## src/rtl/cba_pkg.sv

```systemverilog
// Shared types and constants of the contiguous block allocator.
package cba_pkg;

	// Default sizing of the block map
	localparam int NUM_BLOCKS_DEF  = 256;
	localparam int BLOCK_BYTES_DEF = 65536;

	// Field and register widths
	localparam int BYTES_W   = 25;
	localparam int FIDX_W    = 8;
	localparam int ADDR_W    = 40;
	localparam int REGION_W  = 9;
	localparam int BB_W      = 21;
	localparam int REG_IDX_W = 1;

	// Configuration register indexes and reset values
	localparam logic [REG_IDX_W-1:0] REG_REGION = 1'd0;
	localparam logic [REG_IDX_W-1:0] REG_BASE   = 1'd1;
	localparam logic [REGION_W-1:0]  REGION_RST = 9'd256;

	// Request types on the input
	localparam logic REQ_ALLOC = 1'b0;

	// Result status codes
	localparam logic [1:0] ST_OK      = 2'd0;
	localparam logic [1:0] ST_NOSPACE = 2'd1;
	localparam logic [1:0] ST_BADIDX  = 2'd2;

	// Request queue depth between front and back
	localparam int QDEPTH = 2;

	// Classified operation handed to the back end
	typedef enum logic [1:0] {
		OP_ALLOC,
		OP_FREE,
		OP_NOSPACE,
		OP_BADIDX
	} op_t;

	typedef struct packed {
		op_t                op;
		logic [BYTES_W-1:0] bytes;
		logic [FIDX_W-1:0]  idx;
	} req_t;

	// Queue head seen by the back end
	typedef struct packed {
		logic valid;
		req_t req;
	} fq_head_t;

	// Back end status returned to the front
	typedef struct packed {
		logic clearing;
		logic pop;
	} bk_stat_t;

endpackage

```

## src/rtl/contiguous_block_allocator.sv

```systemverilog
// Top level of the first-fit contiguous block allocator.
//
// Requests are taken when start is high and busy is low; each request gives
// exactly one result, in request order, shown for one cycle with done high.
// The receiver cannot stall results. After reset the block map is cleared in
// one pass with busy held high; configuration writes are taken during it. A
// two-entry queue buffers requests ahead of the map engine, so once the map is
// cleared busy drops whenever the queue has room. An allocate scans the map one
// block per cycle from index zero, up to the usable region size. Zero-byte
// allocates and free indexes beyond the map answer without a map access. The
// map memory has one registered read and one write per cycle.
module contiguous_block_allocator import cba_pkg::*; #(
	parameter int NUM_BLOCKS  = NUM_BLOCKS_DEF,
	parameter int BLOCK_BYTES = BLOCK_BYTES_DEF
) (
	input  logic                 clk,
	input  logic                 arst_n,
	input  logic                 start,
	output logic                 busy,
	input  logic                 req_type,
	input  logic [BYTES_W-1:0]   request_bytes,
	input  logic [FIDX_W-1:0]    free_index,
	output logic                 done,
	output logic [1:0]           status,
	output logic [FIDX_W-1:0]    first_block,
	output logic [ADDR_W-1:0]    phys_address,
	input  logic                 cfg_we,
	input  logic [REG_IDX_W-1:0] cfg_index,
	input  logic [ADDR_W-1:0]    cfg_wdata
);

	logic [REGION_W-1:0] region_blocks_q;
	logic [ADDR_W-1:0]   base_address_q;
	fq_head_t            head;
	bk_stat_t            stat;

	// Hold configuration registers
	always_ff @(posedge clk or negedge arst_n) begin
		if (!arst_n) begin
			region_blocks_q <= REGION_RST;
			base_address_q  <= '0;
		end else if (cfg_we) begin
			case (cfg_index)
				REG_REGION: region_blocks_q <= cfg_wdata[REGION_W-1:0];
				REG_BASE:   base_address_q  <= cfg_wdata;
				default:    region_blocks_q <= region_blocks_q;
			endcase
		end
	end

	cba_front #(
		.NUM_BLOCKS(NUM_BLOCKS)
	) u_front (
		.clk           (clk),
		.arst_n        (arst_n),
		.start         (start),
		.req_type      (req_type),
		.request_bytes (request_bytes),
		.free_index    (free_index),
		.stat          (stat),
		.busy          (busy),
		.head          (head)
	);

	cba_back #(
		.NUM_BLOCKS  (NUM_BLOCKS),
		.BLOCK_BYTES (BLOCK_BYTES)
	) u_back (
		.clk           (clk),
		.arst_n        (arst_n),
		.head          (head),
		.region_blocks (region_blocks_q),
		.base_address  (base_address_q),
		.stat          (stat),
		.done          (done),
		.status        (status),
		.first_block   (first_block),
		.phys_address  (phys_address)
	);

endmodule

```

## src/rtl/cba_front.sv

```systemverilog
// Front end: request intake, classification and request queue.
module cba_front import cba_pkg::*; #(
	parameter int NUM_BLOCKS = NUM_BLOCKS_DEF
) (
	input  logic                clk,
	input  logic                arst_n,
	input  logic                start,
	input  logic                req_type,
	input  logic [BYTES_W-1:0]  request_bytes,
	input  logic [FIDX_W-1:0]   free_index,
	input  bk_stat_t            stat,
	output logic                busy,
	output fq_head_t            head
);

	localparam int QP_W = (QDEPTH > 1) ? $clog2(QDEPTH) : 1;
	localparam int QC_W = $clog2(QDEPTH + 1);

	req_t              q_mem_q [QDEPTH];
	logic [QP_W-1:0]   wr_ptr_q;
	logic [QP_W-1:0]   rd_ptr_q;
	logic [QC_W-1:0]   fill_q;
	logic              accept;
	req_t              req_new;

	// Classify the incoming request
	always_comb begin
		req_new.bytes = request_bytes;
		req_new.idx   = free_index;
		if (req_type == REQ_ALLOC) begin
			req_new.op = (request_bytes == '0) ? OP_NOSPACE : OP_ALLOC;
		end else begin
			req_new.op = (32'(free_index) >= 32'(NUM_BLOCKS)) ? OP_BADIDX : OP_FREE;
		end
	end

	// Hold off intake while the queue is full or the map is being cleared
	assign busy   = (fill_q == QC_W'(QDEPTH)) || stat.clearing;
	assign accept = start && !busy;

	assign head.valid = (fill_q != '0);
	assign head.req   = q_mem_q[rd_ptr_q];

	// Store accepted requests
	always_ff @(posedge clk) begin
		if (accept) begin
			q_mem_q[wr_ptr_q] <= req_new;
		end
	end

	// Advance queue pointers and fill count
	always_ff @(posedge clk or negedge arst_n) begin
		if (!arst_n) begin
			wr_ptr_q <= '0;
			rd_ptr_q <= '0;
			fill_q   <= '0;
		end else begin
			if (accept) begin
				wr_ptr_q <= (wr_ptr_q == QP_W'(QDEPTH - 1)) ? '0 : wr_ptr_q + QP_W'(1);
			end
			if (stat.pop) begin
				rd_ptr_q <= (rd_ptr_q == QP_W'(QDEPTH - 1)) ? '0 : rd_ptr_q + QP_W'(1);
			end
			case ({accept, stat.pop})
				2'b10:   fill_q <= fill_q + QC_W'(1);
				2'b01:   fill_q <= fill_q - QC_W'(1);
				default: fill_q <= fill_q;
			endcase
		end
	end

	ap_fill_bound: assert property (@(posedge clk) disable iff (!arst_n)
		fill_q <= QC_W'(QDEPTH))
		else $error("request queue overfilled");

	ap_pop_nonempty: assert property (@(posedge clk) disable iff (!arst_n)
		stat.pop |-> (fill_q != '0))
		else $error("pop from empty request queue");

	ap_accept_visible: assert property (@(posedge clk) disable iff (!arst_n)
		accept |=> head.valid)
		else $error("accepted request not visible at queue head");

endmodule

```

## src/rtl/cba_back.sv

```systemverilog
// Back end: block map memory, first-fit scan, run marking and freeing.
module cba_back import cba_pkg::*; #(
	parameter int NUM_BLOCKS  = NUM_BLOCKS_DEF,
	parameter int BLOCK_BYTES = BLOCK_BYTES_DEF
) (
	input  logic                clk,
	input  logic                arst_n,
	input  fq_head_t            head,
	input  logic [REGION_W-1:0] region_blocks,
	input  logic [ADDR_W-1:0]   base_address,
	output bk_stat_t            stat,
	output logic                done,
	output logic [1:0]          status,
	output logic [FIDX_W-1:0]   first_block,
	output logic [ADDR_W-1:0]   phys_address
);

	localparam int IDX_W = (NUM_BLOCKS > 1) ? $clog2(NUM_BLOCKS) : 1;
	localparam int CNT_W = $clog2(NUM_BLOCKS + 1);
	localparam int LIM_W = (CNT_W > REGION_W) ? CNT_W : REGION_W;
	localparam int PW    = IDX_W + BB_W;
	localparam int RUN_W = BYTES_W + 1;

	localparam logic [1:0] MK_EMPTY = 2'd0;
	localparam logic [1:0] MK_BEGIN = 2'd1;
	localparam logic [1:0] MK_CONT  = 2'd2;

	typedef enum logic [3:0] {
		S_CLEAR,
		S_IDLE,
		S_ASCAN,
		S_AMARK,
		S_MUL,
		S_ADD,
		S_FREAD,
		S_FCHECK,
		S_FSCAN
	} state_t;

	state_t              state_q;
	logic [CNT_W-1:0]    cnt_q;
	logic [IDX_W-1:0]    ev_q;
	logic                vld_q;
	logic [BYTES_W-1:0]  run_q;
	logic [BYTES_W-1:0]  bytes_q;
	logic [IDX_W-1:0]    start_q;
	logic [IDX_W-1:0]    end_q;
	logic [IDX_W-1:0]    idx_q;
	logic [PW-1:0]       prod_s1;
	logic                done_q;
	logic [1:0]          status_q;
	logic [FIDX_W-1:0]   fb_q;
	logic [ADDR_W-1:0]   addr_q;

	logic [1:0]          marks_mem [NUM_BLOCKS];
	logic [1:0]          rdata_q;
	logic                mem_we;
	logic [IDX_W-1:0]    mem_waddr;
	logic [1:0]          mem_wdata;
	logic [IDX_W-1:0]    mem_raddr;

	logic [LIM_W-1:0]    region_lim;
	logic [LIM_W-1:0]    scan_lim;
	logic                issue;
	logic [RUN_W-1:0]    run_sum;
	logic                fit;
	logic [IDX_W-1:0]    run_first;

	// Usable region is the smaller of the register and the map size
	assign region_lim = (LIM_W'(region_blocks) > LIM_W'(NUM_BLOCKS)) ?
		LIM_W'(NUM_BLOCKS) : LIM_W'(region_blocks);
	assign scan_lim  = (state_q == S_ASCAN) ? region_lim : LIM_W'(NUM_BLOCKS);
	assign issue     = LIM_W'(cnt_q) < scan_lim;

	// Run length tracked in bytes, so no block-count division is needed
	assign run_sum   = RUN_W'(run_q) + RUN_W'(BLOCK_BYTES);
	assign fit       = run_sum >= RUN_W'(bytes_q);
	assign run_first = (run_q == '0) ? ev_q : start_q;

	assign stat.clearing = (state_q == S_CLEAR);
	assign stat.pop      = (state_q == S_IDLE) && head.valid;

	assign done         = done_q;
	assign status       = status_q;
	assign first_block  = fb_q;
	assign phys_address = addr_q;

	// Drive the map memory ports
	always_comb begin
		mem_we    = 1'b0;
		mem_waddr = cnt_q[IDX_W-1:0];
		mem_wdata = MK_EMPTY;
		mem_raddr = cnt_q[IDX_W-1:0];
		case (state_q)
			S_CLEAR: begin
				mem_we = 1'b1;
			end
			S_FREAD: begin
				mem_raddr = idx_q;
			end
			S_FCHECK: begin
				mem_we    = (rdata_q == MK_BEGIN);
				mem_waddr = idx_q;
			end
			S_FSCAN: begin
				mem_we    = vld_q && (rdata_q == MK_CONT);
				mem_waddr = ev_q;
			end
			S_AMARK: begin
				mem_we    = 1'b1;
				mem_wdata = (cnt_q[IDX_W-1:0] == start_q) ? MK_BEGIN : MK_CONT;
			end
			default: begin
				mem_we = 1'b0;
			end
		endcase
	end

	// Block map with registered read
	always_ff @(posedge clk) begin
		if (mem_we) begin
			marks_mem[mem_waddr] <= mem_wdata;
		end
		rdata_q <= marks_mem[mem_raddr];
	end

	// Sequence clearing, allocation and freeing; register results
	always_ff @(posedge clk or negedge arst_n) begin
		if (!arst_n) begin
			state_q  <= S_CLEAR;
			cnt_q    <= '0;
			ev_q     <= '0;
			vld_q    <= 1'b0;
			run_q    <= '0;
			bytes_q  <= '0;
			start_q  <= '0;
			end_q    <= '0;
			idx_q    <= '0;
			prod_s1  <= '0;
			done_q   <= 1'b0;
			status_q <= ST_OK;
			fb_q     <= '0;
			addr_q   <= '0;
		end else begin
			done_q <= 1'b0;
			case (state_q)
				S_CLEAR: begin
					if (cnt_q == CNT_W'(NUM_BLOCKS - 1)) begin
						cnt_q   <= '0;
						state_q <= S_IDLE;
					end else begin
						cnt_q <= cnt_q + CNT_W'(1);
					end
				end
				S_IDLE: begin
					if (head.valid) begin
						case (head.req.op)
							OP_ALLOC: begin
								bytes_q <= head.req.bytes;
								cnt_q   <= '0;
								vld_q   <= 1'b0;
								run_q   <= '0;
								state_q <= S_ASCAN;
							end
							OP_FREE: begin
								idx_q   <= IDX_W'(head.req.idx);
								state_q <= S_FREAD;
							end
							OP_NOSPACE: begin
								done_q   <= 1'b1;
								status_q <= ST_NOSPACE;
								fb_q     <= '0;
								addr_q   <= '0;
							end
							OP_BADIDX: begin
								done_q   <= 1'b1;
								status_q <= ST_BADIDX;
								fb_q     <= '0;
								addr_q   <= '0;
							end
							default: begin
								state_q <= S_IDLE;
							end
						endcase
					end
				end
				S_ASCAN: begin
					// Issue the next read while judging the previous entry
					if (issue) begin
						cnt_q <= cnt_q + CNT_W'(1);
						ev_q  <= cnt_q[IDX_W-1:0];
						vld_q <= 1'b1;
					end else begin
						vld_q <= 1'b0;
					end
					if (vld_q) begin
						if (rdata_q == MK_EMPTY) begin
							start_q <= run_first;
							if (fit) begin
								end_q   <= ev_q;
								cnt_q   <= CNT_W'(run_first);
								state_q <= S_AMARK;
							end else begin
								run_q <= BYTES_W'(run_sum);
							end
						end else begin
							run_q <= '0;
						end
					end else if (!issue) begin
						done_q   <= 1'b1;
						status_q <= ST_NOSPACE;
						fb_q     <= '0;
						addr_q   <= '0;
						state_q  <= S_IDLE;
					end
				end
				S_AMARK: begin
					if (cnt_q[IDX_W-1:0] == end_q) begin
						state_q <= S_MUL;
					end else begin
						cnt_q <= cnt_q + CNT_W'(1);
					end
				end
				S_MUL: begin
					prod_s1 <= PW'(start_q) * PW'(BLOCK_BYTES);
					state_q <= S_ADD;
				end
				S_ADD: begin
					done_q   <= 1'b1;
					status_q <= ST_OK;
					fb_q     <= FIDX_W'(start_q);
					addr_q   <= base_address + ADDR_W'(prod_s1);
					state_q  <= S_IDLE;
				end
				S_FREAD: begin
					state_q <= S_FCHECK;
				end
				S_FCHECK: begin
					if (rdata_q != MK_BEGIN) begin
						done_q   <= 1'b1;
						status_q <= ST_BADIDX;
						fb_q     <= '0;
						addr_q   <= '0;
						state_q  <= S_IDLE;
					end else begin
						cnt_q   <= CNT_W'(idx_q) + CNT_W'(1);
						vld_q   <= 1'b0;
						state_q <= S_FSCAN;
					end
				end
				S_FSCAN: begin
					if (issue) begin
						cnt_q <= cnt_q + CNT_W'(1);
						ev_q  <= cnt_q[IDX_W-1:0];
						vld_q <= 1'b1;
					end else begin
						vld_q <= 1'b0;
					end
					// Stop at the first block that is not a continuation, or at the end of the map
					if ((vld_q && (rdata_q != MK_CONT)) || (!vld_q && !issue)) begin
						done_q   <= 1'b1;
						status_q <= ST_OK;
						fb_q     <= '0;
						addr_q   <= '0;
						state_q  <= S_IDLE;
					end
				end
				default: begin
					state_q <= S_IDLE;
				end
			endcase
		end
	end

	ap_fail_zero: assert property (@(posedge clk) disable iff (!arst_n)
		(done_q && (status_q != ST_OK)) |-> ((fb_q == '0) && (addr_q == '0)))
		else $error("failed request returned nonzero block or address");

	ap_mark_region: assert property (@(posedge clk) disable iff (!arst_n)
		(state_q == S_AMARK) |-> (LIM_W'(cnt_q) < region_lim))
		else $error("run marked outside usable region");

	ap_free_after_head: assert property (@(posedge clk) disable iff (!arst_n)
		((state_q == S_FSCAN) && vld_q) |-> (ev_q > idx_q))
		else $error("free scan reached at or before the begin block");

endmodule
```

## config.mk

```make
export PLATFORM = sky130hd
export DESIGN_NAME = contiguous_block_allocator
export DESIGN_NICKNAME = d
export VERILOG_FILES = /design/src/rtl/cba_pkg.sv /design/src/rtl/contiguous_block_allocator.sv /design/src/rtl/cba_front.sv /design/src/rtl/cba_back.sv
export SDC_FILE = /design/constraint.sdc
export NUM_CORES = 1
export LEC_CHECK = 0
export CAP_MARGIN = 30
export CORE_ASPECT_RATIO = 0.6
export CORE_MARGIN = 2
export CORE_UTILIZATION = 45
export CTS_CLUSTER_DIAMETER = 80
export DETAILED_ROUTE_END_ITERATION = 10
export DONT_BUFFER_PORTS = 1
export PLACE_DENSITY = 0.68
export SLEW_MARGIN = 5
export SYNTH_ARGS = -nofsm -noshare
export SYNTH_HDL_FRONTEND = slang
export SYNTH_HIERARCHICAL = 1
export SYNTH_SLANG_ARGS = --single-unit
```

## constraint.sdc

```tcl
create_clock -name clk -period 18.15 [get_ports clk]
set_input_delay 0.9075 -clock clk [delete_from_list [all_inputs] [get_ports clk]]
set_output_delay 0.9075 -clock clk [all_outputs]
set_load 0.02 [all_outputs]
```

==> results.sh <==
export IMPL_netlist_area_leader_share_pct=51.3
export IMPL_slew_limit_headroom_pct=22.2
export IMPL_fmax_mhz=196
export IMPL_worst_path_dominant_cell_family="buffers and inverters"
export IMPL_number_of_synthesized_flops_with_an_enable_pin=582
export IMPL_number_of_rows_created_at_floorplan=78
export IMPL_power_sequential_fraction_pct=55.5
export IMPL_power_frac_clock_pct=43.4
export IMPL_timing_critical_path_mode_cell="buf_4"
export IMPL_startpoint_kind_of_the_worst_setup_timing_path="flop"
export IMPL_top_cells_by_count_synth="edfxtp_1 (582), nor2_1 (300), nand2_1 (275)"
export IMPL_max_cap_violations=0
export IMPL_worst_r2r_path_depth=10
export IMPL_routed_via_density=6.14
export IMPL_worst_path_max_delay_cell="buf_4"
export IMPL_numClockSinks=776
export IMPL_distinct_cell_type_count_after_synthesis=81
export IMPL_swShare_pct=20.1
export IMPL_cp_max_fo=64
export IMPL_synth_top_flop_cell="edfxtp_1"
export IMPL_layout_area_overhead_vs_synth_pct=9.81
export IMPL_wire_per_inst_um=24.3
export IMPL_skew_ns=0.0254
export IMPL_initial_utilization_pct=45.2
export IMPL_finalWirelength_mm=86.9
export IMPL_htree_num_levels=3
export IMPL_power_report_internal_total_mw=2.76
export IMPL_clk_root_buffer_cell="clkbuf_16"
export IMPL_finalCriticalPeriod_ns=5.10
export IMPL_worstPathCellList="and4bb_4 > mux2i_4 > buf_4 > buf_4 > mux4_1 > a21oi_1 > o21ai_0 > and4_1 > a2111oi_0 > o22ai_1"
export IMPL_synthesis_area_mm2=0.0340
export IMPL_synth_most_common_cell="edfxtp_1"
export IMPL_power_frac_comb_pct=1.0
export IMPL_fp_coreArea_mm2=0.0752
export IMPL_leakagePower_nw=12.5
export IMPL_timing_setup_tns_ns=0
export IMPL_pin_count=131
export IMPL_syn_num_nets=2682
export IMPL_grt_ovfl_total=0
export IMPL_grt_start_max_net_pins=257
export IMPL_first_pass_grt_wire_length_mm=131
export IMPL_timing_final_hold_violations=0
export IMPL_detailedRoute_firstIterationViolations=3017
export IMPL_crit_arrival_ns=5.59
export IMPL_cp_data_required_time_ns=18.63
export IMPL_synth_sequential_area_ratio_pct=65.6
export IMPL_status="finished, final reports clean"
export IMPL_grtUsageTotal_pct=22.1
export IMPL_first_pass_iters=8
export IMPL_grt_pass1_vias=21400
export IMPL_insertedDiodeCount=0
export IMPL_buffers_added_on_ports=0
export IMPL_min_period_over_period_pct=28.1
export IMPL_buffer_count_from_post_cts_setup_fixing=0
export IMPL_place_detailed_hpwl_mm=56.5
export IMPL_ys_async_sr_fraction_pct=24.7
export IMPL_timing_critical_path_depth=10
export IMPL_die_area_mm2=0.0779
export IMPL_layout_drive_gt1_share_pct=12.3
export IMPL_hp_class="in2async"
export IMPL_design_power_total_mw=3.46
export IMPL_clock_latency_ns=0.63
export IMPL_route_detailed_drc=0
export IMPL_setup_violations=0
export IMPL_ir_worst_vdd_mv=0.0578
export IMPL_ys_seq_elements=776
export IMPL_timing_worst_slew_pin_value_ns=1.17
export IMPL_synthesis_yosys_warnings=6
export IMPL_vias=22000
export IMPL_postLayoutCellArea_mm2=0.0374
export IMPL_critPathMaxStageDelay_ns=0.81
export IMPL_place_area_mm2=0.0349
export IMPL_power_switching_uw=695
export IMPL_cts_buffer_depth=3
export IMPL_synth_area_top_cells="edfxtp_1 (51%), dfrtp_1 (14%), nor2_1 (3.3%)"
export IMPL_critical_path_class="reg2reg"
export IMPL_floorplan_die_height_um=217
export IMPL_die_width_um=359
export IMPL_tritoncts_num_buffers=73
export IMPL_finish_net_count=2641
export IMPL_netlist_instances=2570
export IMPL_worst_setup_slack_after_placement_ns=13.16
export IMPL_cts_tree="yes"
export IMPL_place_congestion=0.933
export IMPL_ant_nets=0
export IMPL_synthDominantAreaCellType="edfxtp_1"
export IMPL_rsz0062_at_grt="false"
export IMPL_worst_slack_ns=13.05
export IMPL_finalMaxSlewViolations=0
export IMPL_end_kind="flop"
export IMPL_postSynthAreaPerCell_um2=13.2
export IMPL_cellPowerDensity_mw_per_mm2=92.5
export IMPL_clk_pin_slew_ns=0.06
export IMPL_critical_path_buf_inv_count=2
export IMPL_initial_antenna_violation_count=2
==> logic make-up (layout without fill, tap and decap cells) <==
logic type      count (synthesis)  after routing  synth area share (%)
simple gates                  783            783                  9.90
buf+inv                       203            217                  2.90
xor+xnor                       48             48                  1.24
mux                           252            252                  9.13
flops                         776            776                  65.6
compound gates                474            474                  10.0
fa+ha+maj                      34             34                  1.26
==> layer usage <==
layer	vias up	GRT usage [%]	share of wire, %
li1	9574	-	-
met1	11100	32.8	43
met2	1223	31.5	42
met3	168	6.67	12
met4	2	5.75	2.2
met5	-	0	0.015
==> registers in the layout, indices dropped and copies added (netlist names) <==
signal / flops
base_address_q: 40
region_blocks_q: 9
u_back/bytes_q: 25
u_back/cnt_q: 9
u_back/done: 1
u_back/end_q: 8
u_back/ev_q: 8
u_back/first_block: 8
u_back/idx_q: 8
u_back/marks_mem: 512
u_back/phys_address: 40
u_back/prod_s1: 8
u_back/rdata_q: 2
u_back/run_q: 9
u_back/start_q: 8
u_back/state_q: 4
u_back/status: 2
u_back/vld_q: 1
u_front/fill_q: 2
u_front/q_mem_q: 70
u_front/rd_ptr_q: 1
u_front/wr_ptr_q: 1
==> worst register-to-register path, cell delays in order, from the launching register on <==
cell,delay [ns]
dfrtp_1,0.54
and4bb_4,0.69
mux2i_4,0.29
buf_4,0.68
buf_4,0.83
mux4_1,0.70
a21oi_1,0.18
o21ai_0,0.13
and4_1,0.26
a2111oi_0,0.50
o22ai_1,0.17
==> path summary, 6_finish.rpt <==
check,start,endpoint,slack (ns)
max,u_back/state_q[0]$_DFFE_PN0P_,u_back/rdata_q[1]$_DFF_P_,13.05
min,arst_n,region_blocks_q[8]$_DFFE_PN1P_,0.14
max reg2reg,u_back/state_q[0]$_DFFE_PN0P_,u_back/rdata_q[1]$_DFF_P_,13.05
min reg2reg,base_address_q[6]$_DFFE_PN0P_,base_address_q[6]$_DFFE_PN0P_,0.49
max in group asynchronous,arst_n,u_back/phys_address[7]$_DFFE_PN0P_,17.06
min in group clk,request_bytes[5],u_front/q_mem_q[0][13]$_DFFE_PP_,0.38
==> stage by stage <==
| step | hold slack, ns | utilization (%) | instances |
|---|---|---|---|
| floorplan | 0.462 | - | 2570 |
| global placement | 0.477 | 46.2 | 3433 |
| detailed placement | 0.484 | 46.4 | 3445 |
| CTS | 0.100 | 49.5 | 3576 |
| global route | 0.102 | 49.7 | 3584 |
| finish | 0.139 | 49.7 | 3584 |
==> final cells by class <==
class	count	area, um2
Clock inverter	35	357
Timing Repair Buffer	52	542
Clock buffer	95	1970
Tap cell	1000	1250
Fill cell	6282	37900
Multi-Input combinational cell	1591	10800
Sequential cell	776	22300
Inverter	35	131
==> power by group through the flow <==
stage / logic, mW / clock network, mW / registers (mW)
after floorplan: 0.0238 / 0 / 1.95
after global placement: 0.0246 / 0 / 1.96
after detailed placement: 0.0267 / 0 / 1.96
after CTS: 0.0361 / 1.53 / 1.92
after global routing: 0.0401 / 1.60 / 1.92
final: 0.0351 / 1.50 / 1.92
==> cell usage in the layout (no fill, tap or decap), types with 33 or more instances in the layout <==
master,netlist,routed
a22o_1,57,57
nand3_1,75,75
dfrtp_1,191,190
a221oi_1,43,43
clkbuf_16,0,75
buf_4,10,33
o21ai_0,61,61
mux2_2,97,96
inv_1,35,35
edfxtp_1,582,582
xnor2_1,34,34
nand2_1,275,275
mux2_1,56,56
nor2_1,300,298
a21oi_1,111,110
mux2i_1,51,49
==> timing repair <==
action / CTS / global route
gates resized for setup: 0 / 0
hold endpoints to repair: 191 / 0
hold buffers: 1 / 0
(Power assumes the default switching activity.)
